File: src/sv/icsb_pkg.sv
`timescale 1ns / 1ps
// ----------------------------------------------------------------------------
// icsb_pkg
// Shared types and codes for the indexed character sequence buffer: command
// and response layouts, opcodes, status codes and the default capacity.
// ----------------------------------------------------------------------------
package icsb_pkg;

  // field widths fixed by the command and response layout
  localparam int OP_W     = 3;
  localparam int POS_W    = 7;
  localparam int CHAR_W   = 8;
  localparam int STATUS_W = 2;
  localparam int LEN_W    = 7;

  // default number of entries the store holds
  localparam int DEFAULT_CAPACITY = 64;

  // command opcodes
  localparam logic [OP_W-1:0] OP_PUSH_FRONT = 3'd0;
  localparam logic [OP_W-1:0] OP_PUSH_BACK  = 3'd1;
  localparam logic [OP_W-1:0] OP_INSERT_AT  = 3'd2;
  localparam logic [OP_W-1:0] OP_POP_FRONT  = 3'd3;
  localparam logic [OP_W-1:0] OP_POP_BACK   = 3'd4;
  localparam logic [OP_W-1:0] OP_REMOVE_AT  = 3'd5;
  localparam logic [OP_W-1:0] OP_READ_AT    = 3'd6;

  // response status codes
  localparam logic [STATUS_W-1:0] ST_OK    = 2'd0;
  localparam logic [STATUS_W-1:0] ST_EMPTY = 2'd1;
  localparam logic [STATUS_W-1:0] ST_RANGE = 2'd2;
  localparam logic [STATUS_W-1:0] ST_FULL  = 2'd3;

  // one command transaction
  typedef struct packed {
    logic [OP_W-1:0]   opcode;
    logic [POS_W-1:0]  position;
    logic [CHAR_W-1:0] letter;
  } cmd_t;

  // one response transaction
  typedef struct packed {
    logic [STATUS_W-1:0] status;
    logic [LEN_W-1:0]    length;
    logic [CHAR_W-1:0]   read_letter;
  } rsp_t;

endpackage

File: src/sv/icsb_ram.sv
`timescale 1ns / 1ps
// ----------------------------------------------------------------------------
// icsb_ram
// Generic simple dual-port RAM: one write port, one read port, read data
// registered.
// ----------------------------------------------------------------------------
module icsb_ram #(
  parameter int WIDTH = 8,
  parameter int DEPTH = 64
) (
  input  logic                     clk,
  input  logic                     we,
  input  logic [$clog2(DEPTH)-1:0] waddr,
  input  logic [WIDTH-1:0]         wdata,
  input  logic [$clog2(DEPTH)-1:0] raddr,
  output logic [WIDTH-1:0]         rdata
);

  logic [WIDTH-1:0] mem [DEPTH];

  // write port
  always_ff @(posedge clk) begin
    if (we) begin
      mem[waddr] <= wdata;
    end
  end

  // registered read port
  always_ff @(posedge clk) begin
    rdata <= mem[raddr];
  end

endmodule

File: src/sv/indexed_char_sequence_buffer_unit.sv
`timescale 1ns / 1ps
// ----------------------------------------------------------------------------
// indexed_char_sequence_buffer_unit
// Bounded ordered store of byte characters with insert, remove and read
// commands at the front, the back or a position.
// ----------------------------------------------------------------------------
// A command is taken when start is high and busy is low; exactly one response
// follows, shown on rsp for the single cycle in which done is high, and the
// receiver has to take it then. A failed command changes nothing. The entries
// sit in one RAM with one write and one registered read port, so inserts and
// removes move the entries behind the position one per cycle. Every accepted
// command is decoded first; a failed command, the unused opcode or a remove
// that moves nothing is answered from the decode, a read from a read state,
// and an insert that moves nothing from the put state. A command that moves
// entries reads and writes them back one place over, drains the last
// write-back and, for an insert, then puts the new letter. busy drops in the
// cycle done is shown, so the next command can be taken there.
// ----------------------------------------------------------------------------
module indexed_char_sequence_buffer_unit #(
  parameter int CAPACITY = icsb_pkg::DEFAULT_CAPACITY
) (
  input  logic           clk,
  input  logic           rst,
  input  logic           start,
  output logic           busy,
  input  icsb_pkg::cmd_t cmd,
  output logic           done,
  output icsb_pkg::rsp_t rsp
);

  localparam int AW = $clog2(CAPACITY);
  localparam int CW = $clog2(CAPACITY + 1);
  localparam int PW = (CW > icsb_pkg::POS_W) ? CW : icsb_pkg::POS_W;

  // sequencer states
  localparam logic [2:0] S_IDLE   = 3'd0;
  localparam logic [2:0] S_DECODE = 3'd1;
  localparam logic [2:0] S_SHIFT  = 3'd2;
  localparam logic [2:0] S_DRAIN  = 3'd3;
  localparam logic [2:0] S_PUT    = 3'd4;
  localparam logic [2:0] S_READ   = 3'd5;

  logic [2:0]  state, state_next;
  logic [CW-1:0] count, count_next;
  logic [AW-1:0] cursor, cursor_next;
  logic [AW-1:0] last, last_next;
  logic [AW-1:0] tgt, tgt_next;
  logic          dir_up, dir_up_next;
  logic          wpend, wpend_next;
  logic [AW-1:0] wpend_addr, wpend_addr_next;
  logic          done_next;
  icsb_pkg::rsp_t rsp_next;

  // latched command
  logic [icsb_pkg::OP_W-1:0]   op_r;
  logic [PW-1:0]               pos_r;
  logic [icsb_pkg::CHAR_W-1:0] letter_r;

  // ram ports
  logic                        ram_we;
  logic [AW-1:0]               ram_waddr;
  logic [icsb_pkg::CHAR_W-1:0] ram_wdata;
  logic [AW-1:0]               ram_raddr;
  logic [icsb_pkg::CHAR_W-1:0] ram_rdata;

  // decode helpers
  logic          full, empty;
  logic [PW-1:0] cnt_w;
  logic [AW-1:0] cnt_m1;
  logic [CW-1:0] ins_pos;
  logic [AW-1:0] rem_pos;

  icsb_ram #(
    .WIDTH (icsb_pkg::CHAR_W),
    .DEPTH (CAPACITY)
  ) u_store (
    .clk   (clk),
    .we    (ram_we),
    .waddr (ram_waddr),
    .wdata (ram_wdata),
    .raddr (ram_raddr),
    .rdata (ram_rdata)
  );

  assign busy  = (state != S_IDLE);
  assign full  = (count == CW'(CAPACITY));
  assign empty = (count == '0);
  assign cnt_w = PW'(count);
  assign cnt_m1 = AW'(count - CW'(1));

  // insert and remove positions per opcode
  always_comb begin
    unique case (op_r)
      icsb_pkg::OP_PUSH_FRONT: ins_pos = '0;
      icsb_pkg::OP_INSERT_AT:  ins_pos = (pos_r >= cnt_w) ? count : CW'(pos_r);
      default:                 ins_pos = count;
    endcase
    unique case (op_r)
      icsb_pkg::OP_POP_FRONT: rem_pos = '0;
      icsb_pkg::OP_POP_BACK:  rem_pos = cnt_m1;
      default:                rem_pos = AW'(pos_r);
    endcase
  end

  // sequencer and shift engine
  always_comb begin
    state_next      = state;
    count_next      = count;
    cursor_next     = cursor;
    last_next       = last;
    tgt_next        = tgt;
    dir_up_next     = dir_up;
    wpend_next      = 1'b0;
    wpend_addr_next = wpend_addr;
    done_next       = 1'b0;
    rsp_next        = rsp;

    // a read issued last cycle is written back one place over
    ram_we    = wpend;
    ram_waddr = wpend_addr;
    ram_wdata = ram_rdata;
    ram_raddr = cursor;

    unique case (state)
      S_IDLE: begin
        if (start) begin
          state_next = S_DECODE;
        end
      end

      S_DECODE: begin
        rsp_next.read_letter = '0;
        rsp_next.length      = icsb_pkg::LEN_W'(count);
        unique case (op_r)
          icsb_pkg::OP_PUSH_FRONT, icsb_pkg::OP_PUSH_BACK,
          icsb_pkg::OP_INSERT_AT: begin
            tgt_next = AW'(ins_pos);
            if (full) begin
              rsp_next.status = icsb_pkg::ST_FULL;
              done_next       = 1'b1;
              state_next      = S_IDLE;
            end else if (ins_pos == count) begin
              state_next = S_PUT;
            end else begin
              cursor_next = cnt_m1;
              last_next   = AW'(ins_pos);
              dir_up_next = 1'b1;
              state_next  = S_SHIFT;
            end
          end

          icsb_pkg::OP_POP_FRONT, icsb_pkg::OP_POP_BACK,
          icsb_pkg::OP_REMOVE_AT: begin
            if (empty) begin
              rsp_next.status = icsb_pkg::ST_EMPTY;
              done_next       = 1'b1;
              state_next      = S_IDLE;
            end else if (op_r == icsb_pkg::OP_REMOVE_AT && pos_r >= cnt_w) begin
              rsp_next.status = icsb_pkg::ST_RANGE;
              done_next       = 1'b1;
              state_next      = S_IDLE;
            end else if (rem_pos == cnt_m1) begin
              count_next      = count - CW'(1);
              rsp_next.status = icsb_pkg::ST_OK;
              rsp_next.length = icsb_pkg::LEN_W'(count - CW'(1));
              done_next       = 1'b1;
              state_next      = S_IDLE;
            end else begin
              cursor_next = rem_pos + AW'(1);
              last_next   = cnt_m1;
              dir_up_next = 1'b0;
              state_next  = S_SHIFT;
            end
          end

          icsb_pkg::OP_READ_AT: begin
            if (empty) begin
              rsp_next.status = icsb_pkg::ST_EMPTY;
              done_next       = 1'b1;
              state_next      = S_IDLE;
            end else if (pos_r >= cnt_w) begin
              rsp_next.status = icsb_pkg::ST_RANGE;
              done_next       = 1'b1;
              state_next      = S_IDLE;
            end else begin
              ram_raddr  = AW'(pos_r);
              state_next = S_READ;
            end
          end

          default: begin
            rsp_next.status = icsb_pkg::ST_OK;
            done_next       = 1'b1;
            state_next      = S_IDLE;
          end
        endcase
      end

      // read one entry per cycle, write it back one place over next cycle
      S_SHIFT: begin
        ram_raddr       = cursor;
        wpend_next      = 1'b1;
        wpend_addr_next = dir_up ? (cursor + AW'(1)) : (cursor - AW'(1));
        if (cursor == last) begin
          state_next = S_DRAIN;
        end else begin
          cursor_next = dir_up ? (cursor - AW'(1)) : (cursor + AW'(1));
        end
      end

      // last pending write-back goes out this cycle
      S_DRAIN: begin
        if (dir_up) begin
          state_next = S_PUT;
        end else begin
          count_next      = count - CW'(1);
          rsp_next.status = icsb_pkg::ST_OK;
          rsp_next.length = icsb_pkg::LEN_W'(count - CW'(1));
          done_next       = 1'b1;
          state_next      = S_IDLE;
        end
      end

      // place the new letter in the opened slot
      S_PUT: begin
        ram_we          = 1'b1;
        ram_waddr       = tgt;
        ram_wdata       = letter_r;
        count_next      = count + CW'(1);
        rsp_next.status = icsb_pkg::ST_OK;
        rsp_next.length = icsb_pkg::LEN_W'(count + CW'(1));
        done_next       = 1'b1;
        state_next      = S_IDLE;
      end

      S_READ: begin
        rsp_next.status      = icsb_pkg::ST_OK;
        rsp_next.read_letter = ram_rdata;
        done_next            = 1'b1;
        state_next           = S_IDLE;
      end

      default: begin
        state_next = S_IDLE;
      end
    endcase
  end

  // control registers
  always_ff @(posedge clk) begin
    if (rst) begin
      state <= S_IDLE;
      count <= '0;
      wpend <= 1'b0;
      done  <= 1'b0;
    end else begin
      state <= state_next;
      count <= count_next;
      wpend <= wpend_next;
      done  <= done_next;
    end
  end

  // datapath registers
  always_ff @(posedge clk) begin
    cursor     <= cursor_next;
    last       <= last_next;
    tgt        <= tgt_next;
    dir_up     <= dir_up_next;
    wpend_addr <= wpend_addr_next;
    rsp        <= rsp_next;
    if (state == S_IDLE && start) begin
      op_r     <= cmd.opcode;
      pos_r    <= PW'(cmd.position);
      letter_r <= cmd.letter;
    end
  end

`ifndef ASSERT_OFF
  // fill level stays within capacity
  a_count_bound: assert property (@(posedge clk) disable iff (rst)
    count <= CW'(CAPACITY))
    else $error("entry count above capacity");

  // an accepted transaction is decoded next and never answered at once
  a_accept_decode: assert property (@(posedge clk) disable iff (rst)
    (start && !busy) |=> (state == S_DECODE && !done))
    else $error("accepted transaction not decoded");

  // fill level only moves together with a response
  a_count_with_done: assert property (@(posedge clk) disable iff (rst)
    ($past(!rst) && count != $past(count)) |-> done)
    else $error("entry count changed without response");

  // shift write-back never hits the entry being read
  a_shift_no_overlap: assert property (@(posedge clk) disable iff (rst)
    (state == S_SHIFT && ram_we) |-> (ram_waddr != ram_raddr))
    else $error("shift read and write at same entry");
`endif

endmodule
File: config.mk
export PLATFORM = sky130hd
export DESIGN_NAME = indexed_char_sequence_buffer_unit
export DESIGN_NICKNAME = d
export VERILOG_FILES = /design/src/sv/icsb_pkg.sv /design/src/sv/icsb_ram.sv /design/src/sv/indexed_char_sequence_buffer_unit.sv
export SDC_FILE = /design/constraint.sdc
export NUM_CORES = 1
export LEC_CHECK = 0
export BUFFER_PORTS_ARGS = -buffer_cell sky130_fd_sc_hd__buf_2
export CORE_ASPECT_RATIO = 1.1
export CORE_MARGIN = 3
export CORE_UTILIZATION = 39
export CTS_CLUSTER_SIZE = 10
export DETAILED_ROUTE_END_ITERATION = 12
export GPL_ROUTABILITY_DRIVEN = 0
export SLEW_MARGIN = 25
export SYNTH_ARGS = -nofsm -noshare
export SYNTH_HDL_FRONTEND = slang
export SYNTH_SLANG_ARGS = --single-unit
File: constraint.sdc
create_clock -name clk -period 10.9 [get_ports clk]
set_clock_uncertainty 0.1 [all_clocks]
set_input_delay 1.09 -clock clk [delete_from_list [all_inputs] [get_ports clk]]
set_output_delay 1.09 -clock clk [all_outputs]
set_load 0.005 [all_outputs]
# ---- Word level (Yosys, flattened, before mapping)
# Memories as Yosys holds them, arrays and structs flattened. A register that Yosys moved wholly into a read port is not among the register bits.
# Cells that the tools add are included.
dict set report classes {
  eq_ne 37
  reduce_logical 21
  mux 76
  n_addsub 5
  magnitude_cmp 1
}
# cell count
set op_table {}
lappend op_table {{2-to-1 mux 6 bit} 18}
lappend op_table {{2-to-1 mux 7 bit} 9}
lappend op_table {{case mux 6 bit (2 select lines)} 4}
lappend op_table {{case mux 7 bit (3 select lines)} 2}
lappend op_table {{2-to-1 mux 3 bit} 9}
lappend op_table {{inequality test 2 bit, second input constant} 12}
lappend op_table {{2-to-1 mux 9 bit} 2}
lappend op_table {{inequality test 3 bit, second input constant} 6}
lappend op_table {{2-to-1 mux 1 bit} 16}
lappend op_table {{case mux 8 bit (2 select lines)} 1}
lappend op_table {{== test 3 bit, second input constant} 5}
lappend op_table {{case mux 7 bit (2 select lines)} 1}
lappend op_table {{adder 6 x 1 -> 6 bit, second input constant} 2}
lappend op_table {{== test 3 x 2 -> 1 bit, second input constant} 4}
lappend op_table {{== test 6 bit} 2}
lappend op_table {{2-to-1 mux 2 bit} 6}
lappend op_table {{case mux 2 bit (3 select lines)} 2}
lappend op_table {{case mux 3 bit (4 select lines)} 1}
lappend op_table {{case mux 3 bit (3 select lines)} 1}
lappend op_table {{nonzero test 3 bit} 3}
lappend op_table {{2-to-1 mux 8 bit} 1}
lappend op_table {{AND reduction 8 bit} 1}
lappend op_table {{adder 7 x 1 -> 7 bit, second input constant} 1}
lappend op_table {{== test 7 bit} 1}
lappend op_table {{other kinds (21)} 30}
dict set report totals {
  word_cells 156
  ff_bits 72
  output_inout_bits 19
  ram_bits 512
  n_memories 1
  inputBits 21
}
# memory words width read_ports rd_ports_with_merged_regs write_ports line
set mem_list {}
lappend mem_list {u_store.mem 64 8 1 1 1 icsb_ram.sv:19} ;# logic [WIDTH-1:0] mem [DEPTH];

# ---- Logic depth before layout (Yosys ltp)
dict set report logic_depth {
  ltp_word 8
  ltp_mapped 16
  mapped_depth_nobuf 11
}

# ---- Modules after synthesis
# From an unflattened synthesis, not the netlist that was laid out.
dict set report unflattened {
  hier_cells 1485
  area_unflattened_um2 24862.6
}
# module area_each_um2 n_inst cells_per_inst seq_area_each_um2
set modules_own_cells {}
lappend modules_own_cells {icsb_ram 20190.6 1 972 15534.9}
lappend modules_own_cells {indexed_char_sequence_buffer_unit 4672.0 1 513 2042.0}

# ---- Worst setup path before layout
# Ideal clock, no wire load.
dict set report synth_timing {
  path_type {reg2reg}
  startpoint {reg pos_r[0]}
  endpoint {reg u_store.rdata[3] (read register of u_store.mem)}
  t_arrival_ns 3.221
  slack_ns 7.435
  period_less_slack_ns 3.465
  path_stages_with_launch 14
  required_ns 10.656
  cell_sequence {edfxtp_1 clkinv_1 clkbuf_1 ha_1 nand2b_1 a31oi_1 o211a_4 nand2_4 mux2_2 buf_2 a21oi_1 or4_1 a22oi_1 o2111ai_1}
}
dict set report synth_between {
  elab_chain_len 5
}
# item line
set synth_lines {}
lappend synth_lines {{from (decl)} indexed_char_sequence_buffer_unit.sv:56} ;# logic [PW-1:0] pos_r;
lappend synth_lines {{from (signal assigned)} indexed_char_sequence_buffer_unit.sv:274} ;# pos_r <= PW'(cmd.position);
lappend synth_lines {{greater-or-equal comparator 7 bit} indexed_char_sequence_buffer_unit.sv:181} ;# end else if (pos_r >= cnt_w) begin
lappend synth_lines {{2-to-1 mux 6 bit *} indexed_char_sequence_buffer_unit.sv:181}
lappend synth_lines {{2-to-1 mux 6 bit *} indexed_char_sequence_buffer_unit.sv:177} ;# if (empty) begin
lappend synth_lines {{2-to-1 mux 6 bit *} indexed_char_sequence_buffer_unit.sv:134} ;# unique case (op_r)
lappend synth_lines {{2-to-1 mux 6 bit *} indexed_char_sequence_buffer_unit.sv:124} ;# unique case (state)
lappend synth_lines {{to (decl)} icsb_ram.sv:16} ;# output logic [WIDTH-1:0] rdata
# Every way passes the cells marked *; elsewhere a longest branch is shown, timed or not.
# A chain may end at the register's enable or synchronous reset.

# ---- Worst setup path in the final report
dict set report layout_timing {
  startpoint {reg pos_r[0]}
  endpoint {reg u_store.rdata[5] (read register of u_store.mem)}
}
# Same word-level chain as after synthesis.

==> results.cfg <==
[pwr]
irDropWorstVdd_mv = 0.150
p_total_mw = 7.05
power.density_nw_per_um2 = 239
p_leak_nw = 9.75

[cts]
ctsHoldBuffers = 0
numCtsBuffers = 70
h-tree-depth = 3
clock_path_buffers = 3
clk_pin_slew_ns = 0.06
post_cts_resize_count = 0
tritoncts = done
clock-sinks = 592
postCtsSetupRepairBufs = 0
cts-root-buf = clkbuf_16
clk_latency_ns = 0.61

[finish]
final_nets = 2138
drive_gt1_frac = 0.111
areaGrowthSynthToFinish_pct = 11.6

[outcome]
status = finished, final reports clean

[flow_run]
maxCapViolations = 0

[drt]
wl_mm = 76.6
ant_nets = 0
drtIter0Drc = 1912
drc_errors = 0
dr.pass1.iters = 5
wl_per_cell_um = 25.5
routed-via-count = 18100
vias_per_cell = 6.05

[sta]
fmaxAchievable_ghz = 0.174
report.final.slew_viol_count = 0
tightest_slew_ns = 1.08
finalSetupViolations = 0
rsz0062_at_grt = false
hold_viol_final = 0
fin_crit_sh = 0.527
fin_crit_ns = 5.74
finalSetupTns_ns = 0
relSlewSlack = 0.274

[critical_path]
cp_num_buf_inv = 5
critical_path.top_delay_family = buffers and inverters
critPathMostFrequentCell = buf_4
path_cells = buf_4, clkinv_1, ha_1, nand2b_1, a31oi_1, o211a_4, a21oi_4, buf_4, nor2_4, buf_16, buf_4, mux2i_1, o22ai_1, o21bai_1, o2111ai_1
endpoint_kind = register
crit_path_max_fanout = 65
critPathKind = reg -> reg
cp.required_ns = 11.24
start_kind = register
crit_slowest_cell = buf_4
critical_path_arrival_ns = 6.08
slowest_delay_ns = 0.79

[global_route]
grt_pass1_vias = 17700
grt_pass1_wl_mm = 115
grt_usage = 0.215
gr-total-overflow = 0
grt_max_degree = 87
antenna_found_initial = 2

[synthesis]
synth_ff_type = edfxtp_1
synth_fp_nets = 2144
netlist.area_leader.share = 0.650
synthTopCellsByCount = edfxtp_1 (572), nand2_1 (277), nor2_1 (140)
synth_area_per_cell_um2 = 12.5
synth.area.top_cells = edfxtp_1 (65%), nand2_1 (3.9%), nand3_1 (2.4%)
yosysMostFrequentCell = edfxtp_1
synthCells = 2111
yosys_warnings = 0
synth_edf_count = 572
ys_ff_latch = 592
ys_seq_area_frac = 0.665
syn_area_um2 = 26400
synth.distinct_cells = 85
async_reset_ff_frac = 0
synth_area_leader_cell = edfxtp_1

[floorplan]
num_io_pins = 40
initial_utilization = 0.396
die_h_um = 279
die_w_um = 254
die_area_um2 = 70900
rows = 99
core-area_um2 = 66800

[placed_design]
port-buffer-count = 39
dp_hpwl_mm = 47.4

[min_path]
min_path_type = reg -> reg
-- state kept, by name (all words and copies together) (netlist names) --
| name | cells |
|---|---|
| u_store.mem | 512 |
| rsp | 17 |
| letter_r | 8 |
| u_store.rdata | 8 |
| cnt_w | 7 |
| pos_r | 7 |
| cursor | 6 |
| last | 6 |
| tgt | 6 |
| wpend_addr | 6 |
| op_r | 3 |
| state | 3 |
| dir_up | 1 |
| done | 1 |
| wpend | 1 |
-- through the flow --
step | instances | utilization | hold WS (ns) | setup slack (ns) | instance area [um^2]
after floorplan | 2111 | - | 0.437 | 7.44 | 26400
after global placement | 2889 | 0.410 | 0.478 | 4.95 | 27400
after detailed placement | 2891 | 0.411 | 0.500 | 5.17 | 27500
after CTS | 2998 | 0.442 | 0.514 | 5.17 | 29500
after global routing | 2998 | 0.442 | 0.541 | 4.85 | 29500
final | 2999 | 0.442 | 0.517 | 5.16 | 29500
-- final timing paths --
path,depth (start not counted),end,slack (ns),from
setup / recovery,15,u_store.rdata[5],5.16,pos_r[0]
hold / removal,2,cnt_w[1],0.52,cnt_w[1]
setup reg to reg,15,u_store.rdata[5],5.16,pos_r[0]
hold reg to reg,2,cnt_w[1],0.52,cnt_w[1]
-- cell type report --
type	count	area, um^2
well taps	858	1070
diodes	1	2.50
multi-input cells	1343	8250
repair buffers	72	470
clock buffers	99	1900
fillers	5955	37300
inverters	26	97.6
clock inverters	8	110
flip-flops and latches	592	17600
-- per-layer routing --
layer	up-vias	track usage	wire length (um)
li1	8067	-	-
met5	-	0	0
met1	9154	0.288	31400
met2	759	0.348	36800
met3	151	0.0374	5630
met4	0	0.0868	2790
-- tightest hold or removal path, stage by stage, from the launching register on --
cell     delay (ns)
dfxtp_1        0.37
mux2i_1        0.15
nor2_1         0.05
-- cells by family (layout without fill, tap and decap cells) --
kind of cell	after synthesis	after routing	synth area share
buf+inv	176	205	0.0275
fa+ha+maj	13	13	0.00606
xor+xnor	28	28	0.00928
simple gates	683	683	0.119
compound gates	524	524	0.135
other cells	0	1	0
flops	592	592	0.665
mux	95	95	0.0383
-- cell usage in the layout (no fill, tap or decap), types with 7 or more instances in the layout --
cell       count
a21oi_1       97
clkbuf_1      27
o21bai_1       9
a32oi_1       32
buf_2         39
nor3_1         7
a22oi_1       41
o211ai_1       7
nand2b_1      12
nand2_1      268
clkbuf_16     72
nand3_1      128
o22ai_1       20
xnor2_1       18
buf_4         31
edfxtp_1     572
nor4_1         9
a21boi_0      10
or4_1          9
mux2i_1       51
xor2_1        10
a211o_1       26
and4_1         8
mux2_2        34
a31oi_1        7
o2111ai_1     48
nor2_1       139
nand2_2       11
o21ai_0      118
a211oi_1      34
inv_1         20
a21o_1        23
dfxtp_1       20
ha_1          12
and3_1        44
-- power by group --
part	switching (mW)	internal (mW)
Clock	0.881	1.25
Sequential	0.119	2.90
Combinational	1.37	0.529
Total	2.37	4.68
Note: power is estimated with default switching activity, not from simulation.
